$ cat src/ifpr_pkg.sv
// ----------------------------------------------------------------------------
// ifpr_pkg: shared types and constants of the IMU frame parser ring
// Frame layout, ring geometry, result codes and address helpers.
// ----------------------------------------------------------------------------
package ifpr_pkg;

  localparam int unsigned RING_DEPTH = 16;
  localparam int unsigned REC_WORDS  = 17;
  localparam int unsigned SLOT_W     = (RING_DEPTH > 1) ? $clog2(RING_DEPTH) : 1;
  localparam int unsigned ADDR_W     = $clog2(RING_DEPTH * REC_WORDS);
  localparam int unsigned IDX_W      = 5;
  localparam int unsigned POS_W      = 7;
  localparam int unsigned ASM_W      = 24;

  localparam logic [7:0] HDR_BYTE = 8'h7E;
  localparam logic [7:0] HDR_KIND = 8'h0C;

  localparam logic [POS_W-1:0] FRAME_LEN = POS_W'(70);
  localparam logic [POS_W-1:0] CHECK_POS = POS_W'(70 - 2);
  localparam logic [POS_W-1:0] LAST_POS  = POS_W'(70 - 1);
  localparam logic [POS_W-1:0] TEMP_POS  = POS_W'(3);
  localparam logic [POS_W-1:0] TS_POS    = POS_W'(4);

  localparam logic [IDX_W-1:0] WORD_TEMP = IDX_W'(15);
  localparam logic [IDX_W-1:0] WORD_TS   = IDX_W'(16);
  localparam logic [IDX_W-1:0] WORD_LAST = IDX_W'(REC_WORDS - 1);

  typedef enum logic {
    OP_BYTE = 1'b0,
    OP_READ = 1'b1
  } op_e;

  typedef enum logic [1:0] {
    KIND_STORED = 2'd0,
    KIND_WORD   = 2'd1,
    KIND_EMPTY  = 2'd2
  } kind_e;

  typedef enum logic [1:0] {
    RD_IDLE,
    RD_ISSUE,
    RD_WAIT
  } rd_state_e;

  // Word write toward the record store, slot-relative.
  typedef struct packed {
    logic             en;
    logic [IDX_W-1:0] idx;
    logic [31:0]      data;
  } wr_req_t;

  // Frame completion event.
  typedef struct packed {
    logic valid;
    logic ok;
  } commit_t;

  // Frame float word order: accel Y,X,Z then gyro Y,X,Z, rest in place.
  function automatic logic [IDX_W-1:0] float_to_index(input logic [3:0] g);
    logic [IDX_W-1:0] r;
    case (g)
      4'd0:    r = IDX_W'(4);
      4'd1:    r = IDX_W'(3);
      4'd2:    r = IDX_W'(5);
      4'd3:    r = IDX_W'(1);
      4'd4:    r = IDX_W'(0);
      4'd5:    r = IDX_W'(2);
      default: r = IDX_W'(g);
    endcase
    return r;
  endfunction

  function automatic logic [ADDR_W-1:0] rec_addr(input logic [SLOT_W-1:0] slot,
                                                  input logic [IDX_W-1:0]  idx);
    return ADDR_W'(slot) * ADDR_W'(REC_WORDS) + ADDR_W'(idx);
  endfunction

  function automatic logic [SLOT_W-1:0] next_slot(input logic [SLOT_W-1:0] s);
    return (s == SLOT_W'(RING_DEPTH - 1)) ? '0 : s + SLOT_W'(1);
  endfunction

endpackage

$ cat src/ifpr_parser.sv
// ----------------------------------------------------------------------------
// ifpr_parser: header hunt and frame byte parser
// Assembles record words, tracks the XOR check, flags frame completion.
// ----------------------------------------------------------------------------
module ifpr_parser (
  input  logic             clk_i,
  input  logic             rst_ni,
  input  logic             step_i,
  input  logic [7:0]       byte_i,
  output ifpr_pkg::wr_req_t wr_o,
  output ifpr_pkg::commit_t commit_o
);
  import ifpr_pkg::*;

  logic [15:0]      recent_q, recent_d;
  logic             in_frame_q, in_frame_d;
  logic [POS_W-1:0] pos_q, pos_d;
  logic [7:0]       xor_q, xor_d;
  logic             match_q, match_d;
  logic [ASM_W-1:0] asm_q, asm_d;

  logic [POS_W-1:0] off;
  logic [3:0]       grp;

  assign off = pos_q - TS_POS;
  assign grp = off[5:2];

  always_comb begin
    recent_d   = recent_q;
    in_frame_d = in_frame_q;
    pos_d      = pos_q;
    xor_d      = xor_q;
    match_d    = match_q;
    asm_d      = asm_q;
    wr_o       = '0;
    commit_o   = '0;

    if (step_i) begin
      if (!in_frame_q) begin
        if (recent_q == {HDR_BYTE, HDR_BYTE} && byte_i == HDR_KIND) begin
          in_frame_d = 1'b1;
          pos_d      = TEMP_POS;
          xor_d      = HDR_BYTE ^ HDR_BYTE ^ HDR_KIND;
          match_d    = 1'b0;
          asm_d      = '0;
          recent_d   = '0;
        end else begin
          recent_d = {recent_q[7:0], byte_i};
        end
      end else begin
        if (pos_q < CHECK_POS) begin
          xor_d = xor_q ^ byte_i;
        end

        if (pos_q == TEMP_POS) begin
          wr_o.en   = 1'b1;
          wr_o.idx  = WORD_TEMP;
          wr_o.data = {{24{byte_i[7]}}, byte_i};
        end else if (pos_q >= TS_POS && pos_q < CHECK_POS) begin
          case (off[1:0])
            2'd0:    asm_d = {16'h0000, byte_i};
            2'd1:    asm_d[15:8] = byte_i;
            2'd2:    asm_d[23:16] = byte_i;
            default: begin
              wr_o.en   = 1'b1;
              wr_o.idx  = (grp == 4'd0) ? WORD_TS : float_to_index(grp - 4'd1);
              wr_o.data = {byte_i, asm_q};
            end
          endcase
        end else if (pos_q == CHECK_POS) begin
          match_d = (xor_q == byte_i);
        end

        if (pos_q >= LAST_POS) begin
          commit_o.valid = 1'b1;
          commit_o.ok    = match_q;
          in_frame_d     = 1'b0;
          pos_d          = '0;
          recent_d       = '0;
        end else begin
          pos_d = pos_q + POS_W'(1);
        end
      end
    end
  end

  always_ff @(posedge clk_i or negedge rst_ni) begin
    if (!rst_ni) begin
      recent_q   <= '0;
      in_frame_q <= 1'b0;
      pos_q      <= '0;
      xor_q      <= '0;
      match_q    <= 1'b0;
      asm_q      <= '0;
    end else begin
      recent_q   <= recent_d;
      in_frame_q <= in_frame_d;
      pos_q      <= pos_d;
      xor_q      <= xor_d;
      match_q    <= match_d;
      asm_q      <= asm_d;
    end
  end

  assert property (@(posedge clk_i) disable iff (!rst_ni)
    commit_o.valid |-> in_frame_q && pos_q == LAST_POS)
    else $error("frame completion outside the last frame byte");

  assert property (@(posedge clk_i) disable iff (!rst_ni)
    wr_o.en |-> in_frame_q && pos_q >= TEMP_POS && pos_q < CHECK_POS)
    else $error("record word written outside the frame body");

  assert property (@(posedge clk_i) disable iff (!rst_ni)
    in_frame_q |-> pos_q >= TEMP_POS && pos_q < FRAME_LEN)
    else $error("frame position out of range");

endmodule

$ cat config.mk
export PLATFORM = sky130hd
export DESIGN_NAME = ifpr_parser
export DESIGN_NICKNAME = d
export VERILOG_FILES = /design/src/ifpr_pkg.sv /design/src/ifpr_parser.sv
export SDC_FILE = /design/constraint.sdc
export NUM_CORES = 1
export LEC_CHECK = 0
export ABC_AREA = 1
export BUFFER_PORTS_ARGS = -buffer_cell sky130_fd_sc_hd__buf_2
export CAP_MARGIN = 20
export CORE_MARGIN = 3
export CORE_UTILIZATION = 40
export CTS_CLUSTER_DIAMETER = 40
export DETAILED_ROUTE_END_ITERATION = 10
export GPL_TIMING_DRIVEN = 0
export PLACE_DENSITY_LB_ADDON = 0.12
export SETUP_SLACK_MARGIN = 0.5
export SYNTH_ARGS = -nofsm -noshare
export SYNTH_HDL_FRONTEND = slang
export SYNTH_SLANG_ARGS = --single-unit
$ cat constraint.sdc
create_clock -name clk_i -period 2.59 [get_ports clk_i]
set_clock_uncertainty 0.05 [all_clocks]
set_input_delay 0.259 -clock clk_i [delete_from_list [all_inputs] [get_ports clk_i]]
set_output_delay 0.259 -clock clk_i [all_outputs]
set_load 0.05 [all_outputs]
==> run_results.csv, run 1 <==
group,metric,value,unit
outcome,status,"completed",
logic_synthesis,post-synth-top-count-cell,"nand2_1",
placement,dpl_cell_area,0.004436,sq mm
clock_network,cts_tree,"yes",
pwr,p_seq_frac,0.262,
clock_network,cts.sinks,57,
critical_path,r2r_slack,0.36,ns
critical_path,slowest_stage,"dfrtp_2",
critical_path,setup.worst_path.start_class,"register",
drt,ant_nets,0,
die,coreArea,0.008763,sq mm
critical_path,cp_max_fo,5,
placement,dp_hpwl,7.244,mm
die,die_h,101.3,um
global_route,grt_usage,0.2229,
critical_path,cp_top_family,"buffers and inverters",
logic_synthesis,ys_seq_elements,57,
critical_path,worst_path_largest_cell_delay,0.46,ns
min_path,min_delay_worst_endpoint,"recent_q[6]",
global_route,grt_pass1_vias,3636,
logic_synthesis,synthTopCellsByArea,"dfrtp_1 (39%), nand2_1 (10%), nor2_1 (7.3%)",
layout,syn_to_final_growth,61.78,%
drt,vias_per_cell,5.266,
layout,finish.instance_area,0.005878,sq mm
logic_synthesis,synth.distinct_cells,42,
sta,worst_pin_slew,0.5953,ns
critical_path,worst-path-buf-inv,5,
logic_synthesis,syn_nets,492,
logic_synthesis,ys_top_cells_by_count,"nand2_1 (101), nor2_1 (71), dfrtp_1 (57)",
global_route,overflow,0,
sta,finalCriticalPeriod,2.569,ns
logic_synthesis,synth_flop_cell,"dfrtp_1",
clock_network,clk_pin_slew,0.07,ns
pwr,intPower,2.649,mW
min_path,hold_path.class,"input pin to register",
pwr,powerDensity,820.7,mW/mm^2
min_path,whs_path_depth,3,
die,die_area,0.01026,sq mm
logic_synthesis,synthArstFlopShare,1.000,
clock_network,worstSkewPairLatency,0.36,ns
drt,routed_wl,11.38,mm
critical_path,endpoint_kind,"output pin",
logic_synthesis,synthCells,470,
global_route,grt_max_degree,39,
logic_synthesis,synth_area_leader_cell,"dfrtp_1",
global_route,grt_pass1_wl,17.86,mm
drt,post_drt_wl_per_cell,16.44,um
pwr,ir_drop,0.4312,mV
clock_network,clockBufferDepth,2,
sta,fmax,0.3892,GHz
pwr,p_sw_frac,0.4508,
critical_path,worst_ep_required_time,2.28,ns
critical_path,crit_chain,"inv_4 -> buf_6 -> ha_4 -> nand3_4 -> nand2_4 -> nand3_4 -> nand2_4 -> o211ai_4 -> buf_6 -> buf_16 -> a21oi_4 -> buf_6",
layout,diodes,0,
critical_path,timing.critical_path.mode_cell,"buf_6",
clock_network,htree_levels,3,
critical_path,r2r-start,"pos_q[3]",
placement,numPortBuffers,49,
sta,slew_headroom,0.6031,
critical_path,r2r_end,"recent_q[5]",
logic_synthesis,synth_edf_count,0,
drt,drc_errors,0,
drt,via_count,3644,
layout,seq_area,0.001433,sq mm
logic_synthesis,syn-cell-area,0.003633,sq mm
sta,grt_setup_unrepaired,"true",
global_route,antenna_found_initial,0,
logic_synthesis,synth_top_area_frac,0.3926,
critical_path,cp.arrival,2.26,ns
min_path,min_from,"byte_i[6]",
drt,firstDrtPassIters,4,
layout,nFillCells,695,
clock_network,root_buffer,"clkbuf_8",
critical_path,r2r_cells,14,
die,start_util,0.4146,
placement,gp_congestion,0.8266,
sta,finalSetupViolations,0,
die,core.rowCount,34,
pwr,p_clk_frac,0.177,
logic_synthesis,syn_avg_cell_area,7.731,sq um
sta,report.final.slew_viol_count,0,
sta,post-route-period-util,0.9919,
logic_synthesis,seq_area_frac_synth,0.3926,
sta,setup_tns,0,ns
die,die_w,101.3,um
pwr,leakage,2.607,nW
layout,multi_input_area,0.002634,sq mm
pwr,p_switching,2.175,mW
clock_network,cts_buffers,9,
pwr,power_frac_comb,0.560,
die,ios,51,
flow_run,cap_violations,0,
sta,hold_viol_final,0,
critical_path,worstSetupPathType,"register to output pin",
layout,drive_gt1_frac,0.4829,
drt,drtIter0Drc,140,
layout,nNetsFinal,601,
logic_synthesis,ys_warn_count,0,
power groups by stage:
stage | Combinational [mW] | Sequential [mW] | Clock [mW]
finish | 2.70 | 1.27 | 0.855
detailed placement | 1.73 | 1.28 | 0
CTS | 2.40 | 1.26 | 0.859
global route | 2.91 | 1.29 | 0.902
floorplan | 1.43 | 1.23 | 0
global placement | 1.70 | 1.27 | 0
worst register-to-register path, stage by stage (launching register included):
cell and delay, ns:
dfrtp_2 0.44, inv_4 0.07, buf_6 0.12, ha_4 0.16, buf_4 0.13, buf_6 0.10, nand2_2 0.07, o21ai_2 0.06
nand2_1 0.07, nand2_2 0.08, buf_6 0.12, buf_4 0.12, o21a_4 0.25, buf_12 0.17, o22ai_4 0.12
timing repair:
item | in CTS | in global routing
endpoints found under the hold margin | 19 | 0
buffers inserted | 33 | 10
setup endpoints to repair | 43 | 47
pin swaps | 26 | 24
gates resized for setup | 132 | 91
cloned | 4 | 0
hold buffers | 1 | 0
state kept, by name, summed over array words and instances, names as in the netlist:
signal and cells:
asm_q 24, recent_q 16, xor_q 8, pos_q 7
in_frame_q 1, match_q 1
per-layer routing:
metal	share of wire	up-vias	global-route usage
li1	-	1754	-
met1	0.43	1795	0.2814
met2	0.51	70	0.3773
met3	0.034	25	0.03375
met4	0.027	0	0.09918
met5	0	-	0
logic make-up after synthesis:
group                    after synthesis  synth area share
adder cells (fa/ha/maj)               11           0.03788
AND/OR/NAND/NOR                      242            0.3092
XOR/XNOR                              11           0.02651
buffers and inverters                 76           0.09160
AO/OA/AOI/OAI                         73            0.1422
flip-flops                            57            0.3926
through the flow:
step	util	total power, mW	worst slack (ns)	instances	hold slack, ns
after floorplan	-	2.665	0.3274	470	-0.08659
after global placement	0.5039	2.970	0.09772	627	0.4058
after detailed placement	0.5061	3.005	0.09471	628	0.1851
after CTS	0.6205	4.513	0.09549	682	0.2073
after global routing	0.6708	5.100	-0.1081	692	0.2319
final	0.6708	4.824	0.02094	692	0.2047
placed cells by master, fill, tap and decap left out, types with 6 or more instances in the layout:
cell	netlist	final
o21ai_2	8	11
xor2_1	6	6
dfrtp_1	57	52
buf_4	1	32
nand2_2	8	14
nand3_2	4	8
nand4_1	27	27
o22ai_2	1	11
o21ai_0	18	9
buf_6	5	39
buf_2	4	11
buf_8	0	15
nor2_2	4	7
nand2_4	1	7
a211oi_4	0	7
nand3_1	16	8
inv_1	50	38
nor2_4	1	24
clkbuf_8	0	11
buf_12	0	7
a21oi_4	1	12
nor2_1	71	45
inv_2	8	13
o21ai_1	3	8
nand2_1	101	88
cell type report:
cell class	count	share of cell area
Multi-Input combinational cell	338	0.4481
Sequential cell	57	0.2437
Timing Repair Buffer	97	0.1801
Inverter	58	0.04066
Buffer	18	0.03129
Clock buffer	10	0.02341
Tap cell	108	0.02299
Clock inverter	6	0.009791
worst max-delay path by stage:
stage	from	end	slack (ns)	depth (start not counted)
2_1_floorplan	pos_q[1]	commit_o[0]	0.33	9
3_3_place_gp	pos_q[1]	wr_o[14]	0.1	8
3_5_place_dp	pos_q[1]	wr_o[14]	0.09	8
4_1_cts	pos_q[3]	wr_o[34]	0.1	14
5_1_grt	pos_q[3]	wr_o[34]	-0.11	13
6_report	pos_q[3]	wr_o[30]	0.02	12
(Power assumes the default switching activity.)
==> run 2: changes to the inputs <==
--- a/config.mk
+++ b/config.mk
@@ -9,7 +9,7 @@
 export BUFFER_PORTS_ARGS = -buffer_cell sky130_fd_sc_hd__buf_2
 export CAP_MARGIN = 20
 export CORE_MARGIN = 3
-export CORE_UTILIZATION = 40
+export CORE_UTILIZATION = 58
 export CTS_CLUSTER_DIAMETER = 40
 export DETAILED_ROUTE_END_ITERATION = 10
 export GPL_TIMING_DRIVEN = 0
==> run_results.csv, run 2 (synthesis gave the netlist of run 1 again) <==
group,metric,value,unit
pwr,p_total,5.139,mW
die,ios,51,
pwr,ir_drop,0.8558,mV
global_route,grt_pass1_wl,19.35,mm
placement,dp_hpwl,7.031,mm
pwr,p_switching,2.549,mW
outcome,violations,"setup timing",
layout,nNetsFinal,599,
clock_network,cts_buffers,9,
clock_network,cts_tree,"yes",
drt,vias_per_cell,6.957,
drt,drc_errors,0,
pwr,p_clk_frac,0.174,
sta,finalCriticalPeriod,2.747,ns
sta,slew_headroom,0.5318,
sta,whs,0.2716,ns
critical_path,worstSetupPathType,"register to output pin",
layout,diodes,0,
pwr,leakage,2.556,nW
layout,final_cell_mix,"nand2_1 (83), dfrtp_1 (52), nor2_1 (48), buf_6 (41), inv_1 (39)",
drt,firstDrtPassIters,6,
global_route,grt_max_degree,36,
layout,syn_to_final_growth,55.34,%
critical_path,setup.worst_path.start_class,"register",
clock_network,htree_levels,3,
critical_path,endpoint_kind,"output pin",
layout,finish.instance_area,0.005644,sq mm
pwr,p_sw_frac,0.4961,
placement,dp_slack,0.06208,ns
die,coreArea,0.005991,sq mm
clock_network,clockBufferDepth,2,
die,start_util,0.6065,
placement,dpl_cell_area,0.004394,sq mm
pwr,power_frac_comb,0.571,
pwr,powerDensity,910.4,mW/mm^2
layout,drive_gt1_frac,0.4588,
clock_network,worstSkewPairLatency,0.36,ns
layout,largest_reg_flops,24,
layout,final_util,0.9421,
placement,numPortBuffers,49,
sta,hold_viol_final,0,
sta,post-route-period-util,1.061,
sta,layout_setup_ws,-0.1569,ns
layout,reg.largest.list,"asm_q x24, recent_q x16, xor_q x8",
sta,setup_tns,-1.058,ns
die,die_area,0.007251,sq mm
die,die_h,85.15,um
flow_run,cap_violations,0,
global_route,grt_pass1_vias,3960,
sta,worst_pin_slew,0.6997,ns
layout,final_common_cell,"nand2_1",
sta,fmax,0.3640,GHz
critical_path,cp.arrival,2.44,ns
drt,drtIter0Drc,713,
outcome,status,"finished, violations left",
clock_network,cts.sinks,57,
sta,finalSetupViolations,18,
die,die_w,85.15,um
placement,gp_congestion,0.8840,
global_route,overflow,0,
pwr,p_seq_frac,0.255,
critical_path,worst_ep_required_time,2.28,ns
drt,post_drt_wl_per_cell,25.85,um
placement,place_inst,595,
pwr,intPower,2.589,mW
drt,routed_wl,16.98,mm
sta,grt_setup_unrepaired,"true",
layout,largest_register,"asm_q",
layout,instances_no_fill,657,
global_route,antenna_found_initial,0,
clock_network,clk_pin_slew,0.08,ns
global_route,grt_usage,0.3404,
die,core.rowCount,28,
drt,ant_nets,0,
sta,report.final.slew_viol_count,0,
critical_path,cp_max_fo,10,
clock_network,root_buffer,"clkbuf_8",
min_path,hold_path.class,"input pin to register",
drt,via_count,4571,
## run 2: cell count changes in the layout (fill, tap and decap cells not counted), moves of 5 or more
cell,previous run,this run
o21ai_0,9,17
o22ai_1,1,14
buf_8,15,9
nand2_1,88,83
o22ai_2,11,1
o21ai_1,8,1
## run 2: layout make-up
cell class	instances	area, sq um
inverter	58	239.0
buffer	18	170.2
fill	184	346.6
tap	75	93.84
clock buffer	11	141.4
sequential	57	1433
multi-input combinational	338	2554
timing repair buffer	95	958.4
clock inverter	5	55.05
## run 2: final timing paths
path	slack, ns	cells past startpoint	startpoint	endpoint
max in group asynchronous	1.53	3	rst_ni	pos_q[0]
min reg2reg	0.44	2	asm_q[20]	asm_q[20]
max	-0.16	9	pos_q[1]	wr_o[10]
min in group asynchronous	0.36	2	rst_ni	asm_q[10]
min	0.27	4	byte_i[5]	xor_q[5]
max reg2reg	0.35	10	recent_q[0]	asm_q[5]
## run 2: critical path: stages, from the launching register on
cell and delay (ns):
dfrtp_2 0.49, ha_4 0.19, inv_1 0.11, nor2_4 0.06
nand3_4 0.19, inv_6 0.07, buf_6 0.16, nor2_1 0.47
nor2_4 0.13, buf_8 0.19
## run 2: timing repair
action | CTS | global route
setup buffers | 30 | 12
cloned | 1 | 2
hold endpoints to repair | 22 | 0
hold buffers | 1 | 0
setup endpoints to repair | 40 | 50
gates resized for setup | 117 | 72
pin swaps | 17 | 27
## run 2: power by group through the flow
stage / registers (mW) / logic (mW) / clock network (mW)
detailed placement: 1.28 / 1.73 / 0
finish: 1.31 / 2.93 / 0.896
global placement: 1.27 / 1.67 / 0
floorplan: 1.23 / 1.43 / 0
CTS: 1.26 / 2.14 / 0.841
global route: 1.31 / 3.03 / 0.915
## run 2: routing by layer
layer  track usage  part of all wire
met5             0                 0
met3       0.06019              0.11
met4        0.1568              0.11
met2        0.5996              0.47
met1        0.4021              0.31
