File: config.mk
export PLATFORM = sky130hd
export DESIGN_NAME = ifpr_reader
export DESIGN_NICKNAME = d
export VERILOG_FILES = /design/src/ifpr_pkg.sv /design/src/ifpr_reader.sv
export SDC_FILE = /design/constraint.sdc
export NUM_CORES = 1
export LEC_CHECK = 0
export ABC_AREA = 1
export BUFFER_PORTS_ARGS = -buffer_cell sky130_fd_sc_hd__buf_2
export CORE_MARGIN = 5
export CORE_UTILIZATION = 30
export DETAILED_ROUTE_END_ITERATION = 12
export GPL_TIMING_DRIVEN = 0
export SLEW_MARGIN = 20
export SYNTH_ARGS = -nofsm -noshare
export SYNTH_HDL_FRONTEND = slang
export SYNTH_SLANG_ARGS = --single-unit
File: constraint.sdc
create_clock -name clk_i -period 2.35 [get_ports clk_i]
set_input_delay 0.235 -clock clk_i [delete_from_list [all_inputs] [get_ports clk_i]]
set_output_delay 0.235 -clock clk_i [all_outputs]
set_load 0.05 [all_outputs]
File: src/ifpr_pkg.sv
// ----------------------------------------------------------------------------
// ifpr_pkg: shared types and constants of the IMU frame parser ring
// Frame layout, ring geometry, result codes and address helpers.
// ----------------------------------------------------------------------------
package ifpr_pkg;

  localparam int unsigned RING_DEPTH = 16;
  localparam int unsigned REC_WORDS  = 17;
  localparam int unsigned SLOT_W     = (RING_DEPTH > 1) ? $clog2(RING_DEPTH) : 1;
  localparam int unsigned ADDR_W     = $clog2(RING_DEPTH * REC_WORDS);
  localparam int unsigned IDX_W      = 5;
  localparam int unsigned POS_W      = 7;
  localparam int unsigned ASM_W      = 24;

  localparam logic [7:0] HDR_BYTE = 8'h7E;
  localparam logic [7:0] HDR_KIND = 8'h0C;

  localparam logic [POS_W-1:0] FRAME_LEN = POS_W'(70);
  localparam logic [POS_W-1:0] CHECK_POS = POS_W'(70 - 2);
  localparam logic [POS_W-1:0] LAST_POS  = POS_W'(70 - 1);
  localparam logic [POS_W-1:0] TEMP_POS  = POS_W'(3);
  localparam logic [POS_W-1:0] TS_POS    = POS_W'(4);

  localparam logic [IDX_W-1:0] WORD_TEMP = IDX_W'(15);
  localparam logic [IDX_W-1:0] WORD_TS   = IDX_W'(16);
  localparam logic [IDX_W-1:0] WORD_LAST = IDX_W'(REC_WORDS - 1);

  typedef enum logic {
    OP_BYTE = 1'b0,
    OP_READ = 1'b1
  } op_e;

  typedef enum logic [1:0] {
    KIND_STORED = 2'd0,
    KIND_WORD   = 2'd1,
    KIND_EMPTY  = 2'd2
  } kind_e;

  typedef enum logic [1:0] {
    RD_IDLE,
    RD_ISSUE,
    RD_WAIT
  } rd_state_e;

  // Word write toward the record store, slot-relative.
  typedef struct packed {
    logic             en;
    logic [IDX_W-1:0] idx;
    logic [31:0]      data;
  } wr_req_t;

  // Frame completion event.
  typedef struct packed {
    logic valid;
    logic ok;
  } commit_t;

  // Frame float word order: accel Y,X,Z then gyro Y,X,Z, rest in place.
  function automatic logic [IDX_W-1:0] float_to_index(input logic [3:0] g);
    logic [IDX_W-1:0] r;
    case (g)
      4'd0:    r = IDX_W'(4);
      4'd1:    r = IDX_W'(3);
      4'd2:    r = IDX_W'(5);
      4'd3:    r = IDX_W'(1);
      4'd4:    r = IDX_W'(0);
      4'd5:    r = IDX_W'(2);
      default: r = IDX_W'(g);
    endcase
    return r;
  endfunction

  function automatic logic [ADDR_W-1:0] rec_addr(input logic [SLOT_W-1:0] slot,
                                                  input logic [IDX_W-1:0]  idx);
    return ADDR_W'(slot) * ADDR_W'(REC_WORDS) + ADDR_W'(idx);
  endfunction

  function automatic logic [SLOT_W-1:0] next_slot(input logic [SLOT_W-1:0] s);
    return (s == SLOT_W'(RING_DEPTH - 1)) ? '0 : s + SLOT_W'(1);
  endfunction

endpackage

File: src/ifpr_reader.sv
// ----------------------------------------------------------------------------
// ifpr_reader: record read sequencer and result register
// Walks the 17 words of the oldest slot and owns the output register.
// ----------------------------------------------------------------------------
module ifpr_reader (
  input  logic                        clk_i,
  input  logic                        rst_ni,
  input  logic                        start_i,
  input  ifpr_pkg::commit_t           commit_i,
  input  logic [ifpr_pkg::SLOT_W-1:0] write_slot_i,
  input  logic [31:0]                 rdata_i,
  input  logic                        out_ready_i,
  output logic                        re_o,
  output logic [ifpr_pkg::ADDR_W-1:0] raddr_o,
  output logic                        idle_o,
  output logic                        out_free_o,
  output logic                        out_valid_o,
  output logic [1:0]                  out_kind_o,
  output logic [ifpr_pkg::IDX_W-1:0]  out_index_o,
  output logic [31:0]                 out_value_o,
  output logic                        out_ok_o,
  output logic                        out_last_o
);
  import ifpr_pkg::*;

  rd_state_e        state_q, state_d;
  logic [SLOT_W-1:0] rslot_q, rslot_d;
  logic [IDX_W-1:0]  cnt_q, cnt_d;

  logic             ov_q, ov_d;
  kind_e            kind_q, kind_d;
  logic [IDX_W-1:0] idx_q, idx_d;
  logic [31:0]      val_q, val_d;
  logic             ok_q, ok_d;
  logic             last_q, last_d;

  logic empty;
  logic land;

  assign empty      = (rslot_q == write_slot_i);
  assign out_free_o = !ov_q || out_ready_i;

  // Next state.
  always_comb begin
    state_d = state_q;
    case (state_q)
      RD_IDLE:  if (start_i && !empty) state_d = RD_ISSUE;
      RD_ISSUE: if (out_free_o) state_d = RD_WAIT;
      RD_WAIT:  state_d = (cnt_q == WORD_LAST) ? RD_IDLE : RD_ISSUE;
      default:  state_d = RD_IDLE;
    endcase
  end

  // Outputs and datapath.
  always_comb begin
    re_o    = 1'b0;
    raddr_o = rec_addr(rslot_q, cnt_q);
    idle_o  = (state_q == RD_IDLE);
    land    = 1'b0;
    rslot_d = rslot_q;
    cnt_d   = cnt_q;
    ov_d    = ov_q && !out_ready_i;
    kind_d  = kind_q;
    idx_d   = idx_q;
    val_d   = val_q;
    ok_d    = ok_q;
    last_d  = last_q;

    case (state_q)
      RD_IDLE: begin
        cnt_d = '0;
        if (start_i && empty) begin
          ov_d   = 1'b1;
          kind_d = KIND_EMPTY;
          idx_d  = '0;
          val_d  = '0;
          ok_d   = 1'b0;
          last_d = 1'b1;
        end
      end
      RD_ISSUE: re_o = out_free_o;
      RD_WAIT: begin
        land   = 1'b1;
        ov_d   = 1'b1;
        kind_d = KIND_WORD;
        idx_d  = cnt_q;
        val_d  = rdata_i;
        ok_d   = 1'b0;
        last_d = (cnt_q == WORD_LAST);
        if (cnt_q == WORD_LAST) begin
          rslot_d = next_slot(rslot_q);
        end else begin
          cnt_d = cnt_q + IDX_W'(1);
        end
      end
      default: ;
    endcase

    if (commit_i.valid) begin
      ov_d   = 1'b1;
      kind_d = KIND_STORED;
      idx_d  = '0;
      val_d  = '0;
      ok_d   = commit_i.ok;
      last_d = 1'b1;
    end
  end

  always_ff @(posedge clk_i or negedge rst_ni) begin
    if (!rst_ni) begin
      state_q <= RD_IDLE;
      rslot_q <= '0;
      cnt_q   <= '0;
      ov_q    <= 1'b0;
    end else begin
      state_q <= state_d;
      rslot_q <= rslot_d;
      cnt_q   <= cnt_d;
      ov_q    <= ov_d;
    end
  end

  always_ff @(posedge clk_i) begin
    kind_q <= kind_d;
    idx_q  <= idx_d;
    val_q  <= val_d;
    ok_q   <= ok_d;
    last_q <= last_d;
  end

  assign out_valid_o = ov_q;
  assign out_kind_o  = kind_q;
  assign out_index_o = idx_q;
  assign out_value_o = val_q;
  assign out_ok_o    = ok_q;
  assign out_last_o  = last_q;

  assert property (@(posedge clk_i) disable iff (!rst_ni)
    (land || commit_i.valid || (start_i && empty && idle_o)) |-> out_free_o)
    else $error("result register overwritten before it was taken");

  assert property (@(posedge clk_i) disable iff (!rst_ni)
    re_o |=> state_q == RD_WAIT)
    else $error("read data returned with no slot to land in");

  assert property (@(posedge clk_i) disable iff (!rst_ni)
    !idle_o |-> !empty && !commit_i.valid)
    else $error("ring pointers moved during a record read");

  assert property (@(posedge clk_i) disable iff (!rst_ni)
    land && cnt_q == WORD_LAST |=> rslot_q == next_slot($past(rslot_q)))
    else $error("read slot not advanced after the final word");

endmodule

==> results of run 1 <==
-- worst register-to-register path: stages (launching register included) --
cell     delay, ns
dfrtp_1       0.43
buf_4         0.16
inv_1         0.09
ha_1          0.17
nand4_1       0.19
nand2_1       0.27
o21ai_2       0.17
o22ai_1       0.15
-- routing by layer --
metal  GRT usage [%]  up-vias  share of wire, %
li1                -     1215                 -
met1            17.9     1092                45
met2            21.5       63                48
met3            3.58        4               6.3
met4            2.25        0              0.59
met5               0        -                 0
-- registers in the layout, summed over array words and instances (netlist names) --
name	count
out_ok_o	1
rslot_q	4
state_q	2
out_valid_o	1
out_kind_o	2
cnt_q	5
out_index_o	5
out_value_o	32
out_last_o	1
-- metrics by stage --
step	setup TNS, ns	setup WS, ns	instance area, sq um	utilization (%)
final	0	0.0718	3410	41.7
after global placement	0	0.103	3140	38.4
after floorplan	-0.00919	-0.00919	2530	-
after CTS	0	0.00178	3310	40.5
after detailed placement	0	0.100	3140	38.4
after global routing	-0.0244	-0.0122	3410	41.7
-- power by group --
part           switching [mW]  total, mW  internal (mW)  leakage, nW
clock network           0.297      0.505          0.208       0.0450
logic                   0.974       1.30          0.330         1.25
registers               0.112       1.17           1.06        0.485
-- area by class of cell --
type | instances | area (sq um)
clock inverters | 2 | 10.0
inverters | 26 | 100
clock buffers | 6 | 72.6
well taps | 105 | 131
multi-input cells | 208 | 1300
repair buffers | 101 | 547
fillers | 842 | 4770
flip-flops and latches | 53 | 1140
plain buffers | 15 | 109
-- logic make-up (layout without fill, tap and decap cells) --
group | Yosys count | in the layout | synth area share (%)
simple gates | 166 | 166 | 31.8
flops | 53 | 53 | 45.0
compound gates | 19 | 19 | 4.48
xor+xnor | 9 | 9 | 3.13
buf+inv | 41 | 150 | 8.31
fa+ha+maj | 14 | 14 | 7.26
-- final timing paths --
path | from | end | slack (ns) | depth (start not counted)
setup reg to reg | cnt_q[1] | cnt_q[4] | 0.65 | 7
setup / recovery | rslot_q[1] | raddr_o[5] | 0.07 | 7
hold / removal | rdata_i[3] | out_value_o[3] | 0.15 | 3
min in group asynchronous | rst_ni | cnt_q[2] | 0.34 | 2
hold reg to reg | out_value_o[26] | out_value_o[26] | 0.46 | 2
max in group asynchronous | rst_ni | rslot_q[1] | 1.78 | 2
-- placed cells by master, fill, tap and decap left out, types with 2 or more instances in the layout --
master    netlist  layout
clkbuf_8        0       5
ha_1           13       4
ha_2            0       2
buf_6           5       8
nand3_1        84      82
dfrtp_2         0       6
inv_2           4       4
o21ai_0         8       8
nand2_1        62      61
o22ai_1         3       3
nand3_2         0       2
nand2_2         2       3
buf_1           3       3
clkinv_2        0       2
xor2_1          7       5
nor2_4          3       3
nor2_1          7       7
xnor2_1         2       2
ha_4            0       7
dfrtp_1        12       6
a21oi_1         3       3
buf_4           4      11
nand4_1         4       4
buf_2           0      90
xor2_2          0       2
clkbuf_1        3       4
inv_1          20      20
dfxtp_1        40      40
-- what timing repair did --
action | CTS | global route
pin swaps | 3 | 2
hold buffers | 1 | 0
endpoints found under the setup margin | 6 | 5
buffers inserted | 4 | 1
hold endpoints to repair | 12 | 0
resized for setup | 14 | 14
==> impl_metrics.json, run 1 <==
{
  "status": "finished, final reports clean",
  "antenna_found_initial": 0,
  "synth-async-reset-ratio_pct": 22.6,
  "die_area_sq_um": 10300,
  "fmax_ghz": 0.439,
  "route.antenna.remaining_nets": 0,
  "first_iter_violations": 58,
  "setup_violations": 0,
  "cts-buffers-inserted": 5,
  "clk_path_buf_depth": 2,
  "max_stage_delay_ns": 0.44,
  "ys_ff_latch": 53,
  "critPathSlowestCell": "dfrtp_2",
  "timing.hold.ws_ns": 0.151,
  "worst-setup-path-type": "reg -> out",
  "synth-seq-area-share_pct": 45.0,
  "io_buffers": 95,
  "layout-drive-gt1-share_pct": 37.2,
  "synth-edff-count": 1,
  "timing.max_cap.violations": 0,
  "netlist_area_sq_um": 2510,
  "track_usage_pct": 13.2,
  "cts-root-buf": "clkbuf_8",
  "vdd_drop_max_mv": 0.326,
  "finClkSkew_ns": 0.00565,
  "worstPathRequired_ns": 2.12,
  "cts_tree": "yes",
  "yosysMostFrequentCell": "nand3_1",
  "min_period_over_period_pct": 96.9,
  "coreArea_sq_um": 8180,
  "synthFlopType": "dfxtp_1",
  "clock_sinks": 53,
  "cp-end-kind": "primary output",
  "drc": 0,
  "die_w_um": 102,
  "crit_path_max_fanout": 3,
  "synth_nets": 358,
  "netlist.area_leader.share_pct": 31.8,
  "grt_overflow": 0,
  "clk_pin_slew_ns": 0.10,
  "die_h_um": 102,
  "syn_to_final_growth_pct": 35.4,
  "vias": 2374,
  "worst_pin_slew_ns": 0.463,
  "period_minus_slack_ns": 2.28,
  "p_per_area_nw_per_um2": 875,
  "grt_max_degree": 16,
  "synth.avg_cell_area_sq_um": 8.33,
  "critPathBufInv": 1,
  "synthCells": 302,
  "clkLatencyLatePin_ns": 0.30,
  "cellLeakagePower_nw": 1.78,
  "avgRoutedWirePerCell_um": 13.2,
  "io_pins": 96,
  "start_util_pct": 30.8,
  "hold_viol": 0,
  "via_per_inst": 4.60,
  "hp-class": "in -> reg",
  "power_mw": 2.98,
  "cpMostUsedCell": "ha_4",
  "grt_pass1_wl_um": 11200,
  "rows": 33,
  "final_cells": 516,
  "routed_wirelength_um": 6790,
  "grt_pass1_vias": 2396,
  "dr.pass1.iters": 4,
  "h-tree-depth": 2,
  "synth_area_leaders": "dfxtp_1 (32%), nand3_1 (17%), dfrtp_1 (12%)",
  "diodes": 0,
  "relSlewSlack_pct": 69.1,
  "synthDistinctLibCells": 33,
  "synth_top_cells_by_count": "nand3_1 (84), nand2_1 (62), dfxtp_1 (40)",
  "hpwl_um": 5040,
  "yosysWarnings": 0,
  "path_cells": "ha_4 > ha_4 > fa_2 > nand3_2 > nand2_2 > xor2_2 > buf_6",
  "yosys.area.top_type": "dfxtp_1",
  "cp_top_family": "adder cells",
  "fin_nets": 466,
  "finalMaxSlewViolations": 0,
  "gp_congestion": 0.764,
  "dp.cells": 502,
  "arrival_ns": 2.04,
  "start_kind": "register"
}
Power figures use the tool's default switching activity.
==> run 2: changes to the inputs <==
MAX_ROUTING_LAYER = met4   (was not set)
SKIP_LAST_GASP = 1   (was not set)
==> run 2 against run 1 <==
Global-route usage increased by 0.42 points. Die area unchanged. First-iteration DRC count unchanged. Fmax increased by 0.40%. Critical path depth unchanged. Clock power about the same. Flip-flop and latch count unchanged. Wire length decreased by 0.19%.
==> impl_metrics.json, run 2 (same netlist as run 1, synthesis figures left out) <==
{
  "status": "finished, final reports clean",
  "final_area_sq_um": 3400,
  "grt_overflow": 0,
  "coreArea_sq_um": 8180,
  "cts-root-buf": "clkbuf_8",
  "die_w_um": 102,
  "power_mw": 2.97,
  "worst_r2r_endpoint": "cnt_q[4]",
  "routed_wirelength_um": 6770,
  "dpl_cell_area_sq_um": 3140,
  "mostFrequentLayoutCell": "buf_2",
  "relSlewSlack_pct": 68.1,
  "worst_pin_slew_ns": 0.479,
  "first_iter_violations": 58,
  "grt_pass1_vias": 2391,
  "mostFrequentLayoutCells": "buf_2 (90), nand3_1 (83), nand2_1 (62)",
  "crit_path_max_fanout": 3,
  "avgRoutedWirePerCell_um": 13.2,
  "start_kind": "register",
  "fin_nets": 465,
  "finClkSkew_ns": 0.00638,
  "worst-setup-path-type": "reg -> out",
  "via_per_inst": 4.61,
  "worstReg2RegStart": "cnt_q[1]",
  "min_to": "out_value_o[3]",
  "drc": 0,
  "hpwl_um": 5040,
  "track_usage_pct": 13.7,
  "setup_violations": 0,
  "vias": 2373,
  "rows": 33,
  "clk_pin_slew_ns": 0.10,
  "clock_sinks": 53,
  "hold_viol": 0,
  "diodes": 0,
  "syn_to_final_growth_pct": 35.1,
  "h-tree-depth": 2,
  "fmax_ghz": 0.441,
  "hp-class": "in -> reg",
  "fillers": 837,
  "gp_congestion": 0.774,
  "cts-buffers-inserted": 5,
  "period_minus_slack_ns": 2.27,
  "start_util_pct": 30.8,
  "largest_reg_flops": 32,
  "route.antenna.remaining_nets": 0,
  "r2r_slack_ns": 0.67,
  "worstPathRequired_ns": 2.12,
  "dr.pass1.iters": 4,
  "arrival_ns": 2.03,
  "p_per_area_nw_per_um2": 875,
  "cellLeakagePower_nw": 1.78,
  "die_area_sq_um": 10300,
  "min_period_over_period_pct": 96.6,
  "min-delay-start": "rdata_i[3]",
  "fin_setup_tns_ns": 0,
  "timing.max_cap.violations": 0,
  "grt_pass1_wl_um": 11200,
  "grt_max_degree": 16,
  "io_pins": 96,
  "io_buffers": 95,
  "finalMaxSlewViolations": 0,
  "cp-end-kind": "primary output",
  "hold_path_depth": 3,
  "antenna_found_initial": 0,
  "die_h_um": 102,
  "ff2ff_path_depth": 7,
  "vdd_drop_max_mv": 0.327,
  "cts_tree": "yes",
  "layout-drive-gt1-share_pct": 36.3,
  "clkLatencyLatePin_ns": 0.30,
  "clk_path_buf_depth": 2,
  "crit_start": "rslot_q[0]"
}
## run 2: cell types whose count changed in the layout (fill, tap and decap cells not counted)
cell / previous run / this run
buf_4: 11 / 10
ha_1: 4 / 5
ha_2: 2 / 0
ha_4: 7 / 8
nand2_1: 61 / 62
nand2_2: 3 / 2
nand3_1: 82 / 83
nand3_2: 2 / 1
## run 2: layer usage
metal	up-vias	share of wire, %	GRT usage (%)
li1	1216	-	-
met1	1096	45	18.5
met2	59	49	21.5
met3	2	5.0	2.82
met4	0	0.21	2.25
met5	-	0	-
## run 2: power by group
group | internal (mW) | switching [mW]
clock | 0.208 | 0.298
sequential | 1.06 | 0.117
combinational | 0.323 | 0.970
## run 2: worst max-delay path by stage
stage,endpoint,slack [ns],depth (start not counted)
2_1_floorplan,raddr_o[3],-0.009,4
3_3_place_gp,raddr_o[5],0.10,7
3_5_place_dp,raddr_o[5],0.10,7
4_1_cts,raddr_o[5],-0.01,7
5_1_grt,raddr_o[5],-0.003,7
6_report,raddr_o[5],0.08,7
## run 2: repair_timing
action / in CTS / in global routing
hold endpoints to repair: 12 / 0
hold buffers: 1 / 0
gates resized for setup: 14 / 12
buffers inserted: 4 / 0
endpoints found under the setup margin: 6 / 5
pin swaps: 2 / 1
## run 2: critical path, cell delays in order (launching register included)
cell     delay (ns)
dfrtp_2        0.45
ha_1           0.24
ha_4           0.18
fa_2           0.37
nand3_1        0.10
nand2_1        0.08
xor2_2         0.15
buf_6          0.17
## run 2: per-stage QoR
step	worst slack, ns	hold slack [ns]	instances	util [%]
after floorplan	-0.00919	-0.0606	302	-
after global placement	0.103	0.130	502	38.4
after detailed placement	0.100	0.129	502	38.4
after CTS	-0.0122	0.144	515	40.5
after global routing	-0.00339	0.149	515	41.6
final	0.0810	0.149	515	41.6
## run 2: cell type report
class	instances	area [sq um]	share of cell area (%)
well taps	105	131	3.87
inverters	26	100	2.95
clock buffers	6	72.6	2.14
repair buffers	100	539	15.9
clock inverters	2	10.0	0.295
multi-input cells	208	1300	38.2
flip-flops and latches	53	1140	33.5
plain buffers	15	109	3.20
==> run 3: changes to the inputs <==
PLACE_DENSITY = 0.51   (was not set)
==> run 3 against run 2 <==
First-iteration DRC count grew 34%. Register-to-register slack improved by 0.06 ns. Utilization is 0.28 points higher. Non-clock buffer count increased by 3. Fmax up 0.37%. Final cell count increased by 0.58%. Critical endpoint unchanged. Largest cell class unchanged.
==> impl_metrics.json, run 3 (same netlist as run 1, synthesis figures left out) <==
{
  "min-delay-start": "rdata_i[15]",
  "worstPathRequired_ns": 2.12,
  "avgRoutedWirePerCell_um": 12.7,
  "route.antenna.remaining_nets": 0,
  "rows": 33,
  "worst-setup-path-type": "reg -> out",
  "h-tree-depth": 2,
  "fin_nets": 468,
  "relSlewSlack_pct": 69.1,
  "finalMaxSlewViolations": 0,
  "grt_max_degree": 17,
  "finClkSkew_ns": 0.00800,
  "cts-root-buf": "clkbuf_8",
  "min_period_over_period_pct": 96.2,
  "largest_reg_flops": 32,
  "arrival_ns": 2.03,
  "hp-class": "in -> reg",
  "clkLatencyLatePin_ns": 0.31,
  "crit_path_max_fanout": 3,
  "clk_path_buf_depth": 2,
  "grt_pass1_wl_um": 10700,
  "routed_wirelength_um": 6580,
  "timing.hold.ws_ns": 0.135,
  "vias": 2347,
  "mostFrequentLayoutCell": "buf_2",
  "cp-end-kind": "primary output",
  "layout-drive-gt1-share_pct": 36.3,
  "fmax_ghz": 0.442,
  "start_kind": "register",
  "die_area_sq_um": 10300,
  "rsz0062_at_grt": "yes",
  "cellLeakagePower_nw": 1.80,
  "hpwl_um": 4880,
  "worst_r2r_endpoint": "cnt_q[0]",
  "via_per_inst": 4.53,
  "r2r_slack_ns": 0.73,
  "first_iter_violations": 78,
  "cts_tree": "yes",
  "setup_violations": 0,
  "dpl_cell_area_sq_um": 3140,
  "dr.pass1.iters": 4,
  "clk_pin_slew_ns": 0.10,
  "clock_sinks": 53,
  "hold_viol": 0,
  "antenna_found_initial": 0,
  "worst_pin_slew_ns": 0.463,
  "grt_pass1_vias": 2189,
  "hold_path_depth": 3,
  "die_h_um": 102,
  "ff2ff_path_depth": 8,
  "power_mw": 3.04,
  "mostFrequentLayoutCells": "buf_2 (90), nand3_1 (83), nand2_1 (62)",
  "p_per_area_nw_per_um2": 890,
  "min_to": "out_value_o[15]",
  "io_buffers": 95,
  "gp_congestion": 0.737,
  "grt_overflow": 0,
  "syn_to_final_growth_pct": 36.0,
  "start_util_pct": 30.8,
  "diodes": 0,
  "vdd_drop_max_mv": 0.325,
  "fin_setup_tns_ns": 0,
  "timing.max_cap.violations": 0,
  "final_area_sq_um": 3420,
  "io_pins": 96,
  "status": "finished, final reports clean",
  "track_usage_pct": 13.3,
  "period_minus_slack_ns": 2.26,
  "worstReg2RegStart": "cnt_q[1]",
  "coreArea_sq_um": 8180,
  "drc": 0,
  "die_w_um": 102,
  "cts-buffers-inserted": 5
}
## run 3: changes by cell type in the layout (fill, tap and decap cells not counted), sizes merged
cell,change
buf,+3
clkbuf,+1
clkinv,-1
## run 3: area by class of cell
class                      count  area (sq um)
inverter                      26           100
clock inverter                 1          8.76
fill                         893          4750
buffer                        15           109
clock buffer                   7          97.6
sequential                    53          1140
tap                          105           131
multi-input combinational    208          1270
timing repair buffer         103           562
## run 3: worst max-delay path, cell delays in order (launching register included)
cell and delay, ns:
dfrtp_2 0.44, ha_1 0.24, ha_4 0.18, fa_2 0.37, nand3_1 0.09, nand2_1 0.08, xor2_2 0.14, buf_6 0.17
## run 3: worst max-delay path by stage
stage,start,slack [ns],cells after the start,end
2_1_floorplan,rslot_q[1],-0.009,4,raddr_o[3]
6_report,rslot_q[0],0.09,7,raddr_o[5]
5_1_grt,rslot_q[0],-0.004,7,raddr_o[5]
3_5_place_dp,rslot_q[1],0.09,7,raddr_o[5]
4_1_cts,rslot_q[1],-0.007,7,raddr_o[5]
3_3_place_gp,rslot_q[1],0.1,7,raddr_o[5]
## run 3: repair_timing
item	in CTS	in global routing
endpoints found under the setup margin	6	6
hold endpoints to repair	12	0
gates resized for setup	14	9
hold buffers	1	0
setup buffers	5	2
pin swaps	2	1
## run 3: metal layers
metal  vias to the layer above  GRT usage (%)  routed length [um]
met4                         0           3.68                  76
met2                        49           21.6                3290
met1                      1063           16.9                2880
li1                       1229              -                   -
met5                         -              -                   0
met3                         6           2.82                 329
## run 3: through the flow
step | setup WS [ns] | utilization [%] | cells
after global routing | -0.00397 | 41.8 | 518
final | 0.0892 | 41.8 | 518
after global placement | 0.0975 | 38.4 | 502
after floorplan | -0.00919 | - | 302
after CTS | -0.00732 | 40.9 | 516
after detailed placement | 0.0926 | 38.4 | 502
## run 3: where the power goes
group          internal (mW)  total, mW  leakage (nW)  switching (mW)
logic                  0.326       1.29          1.26           0.966
registers               1.06       1.16         0.487           0.105
clock network          0.278      0.587        0.0536           0.310
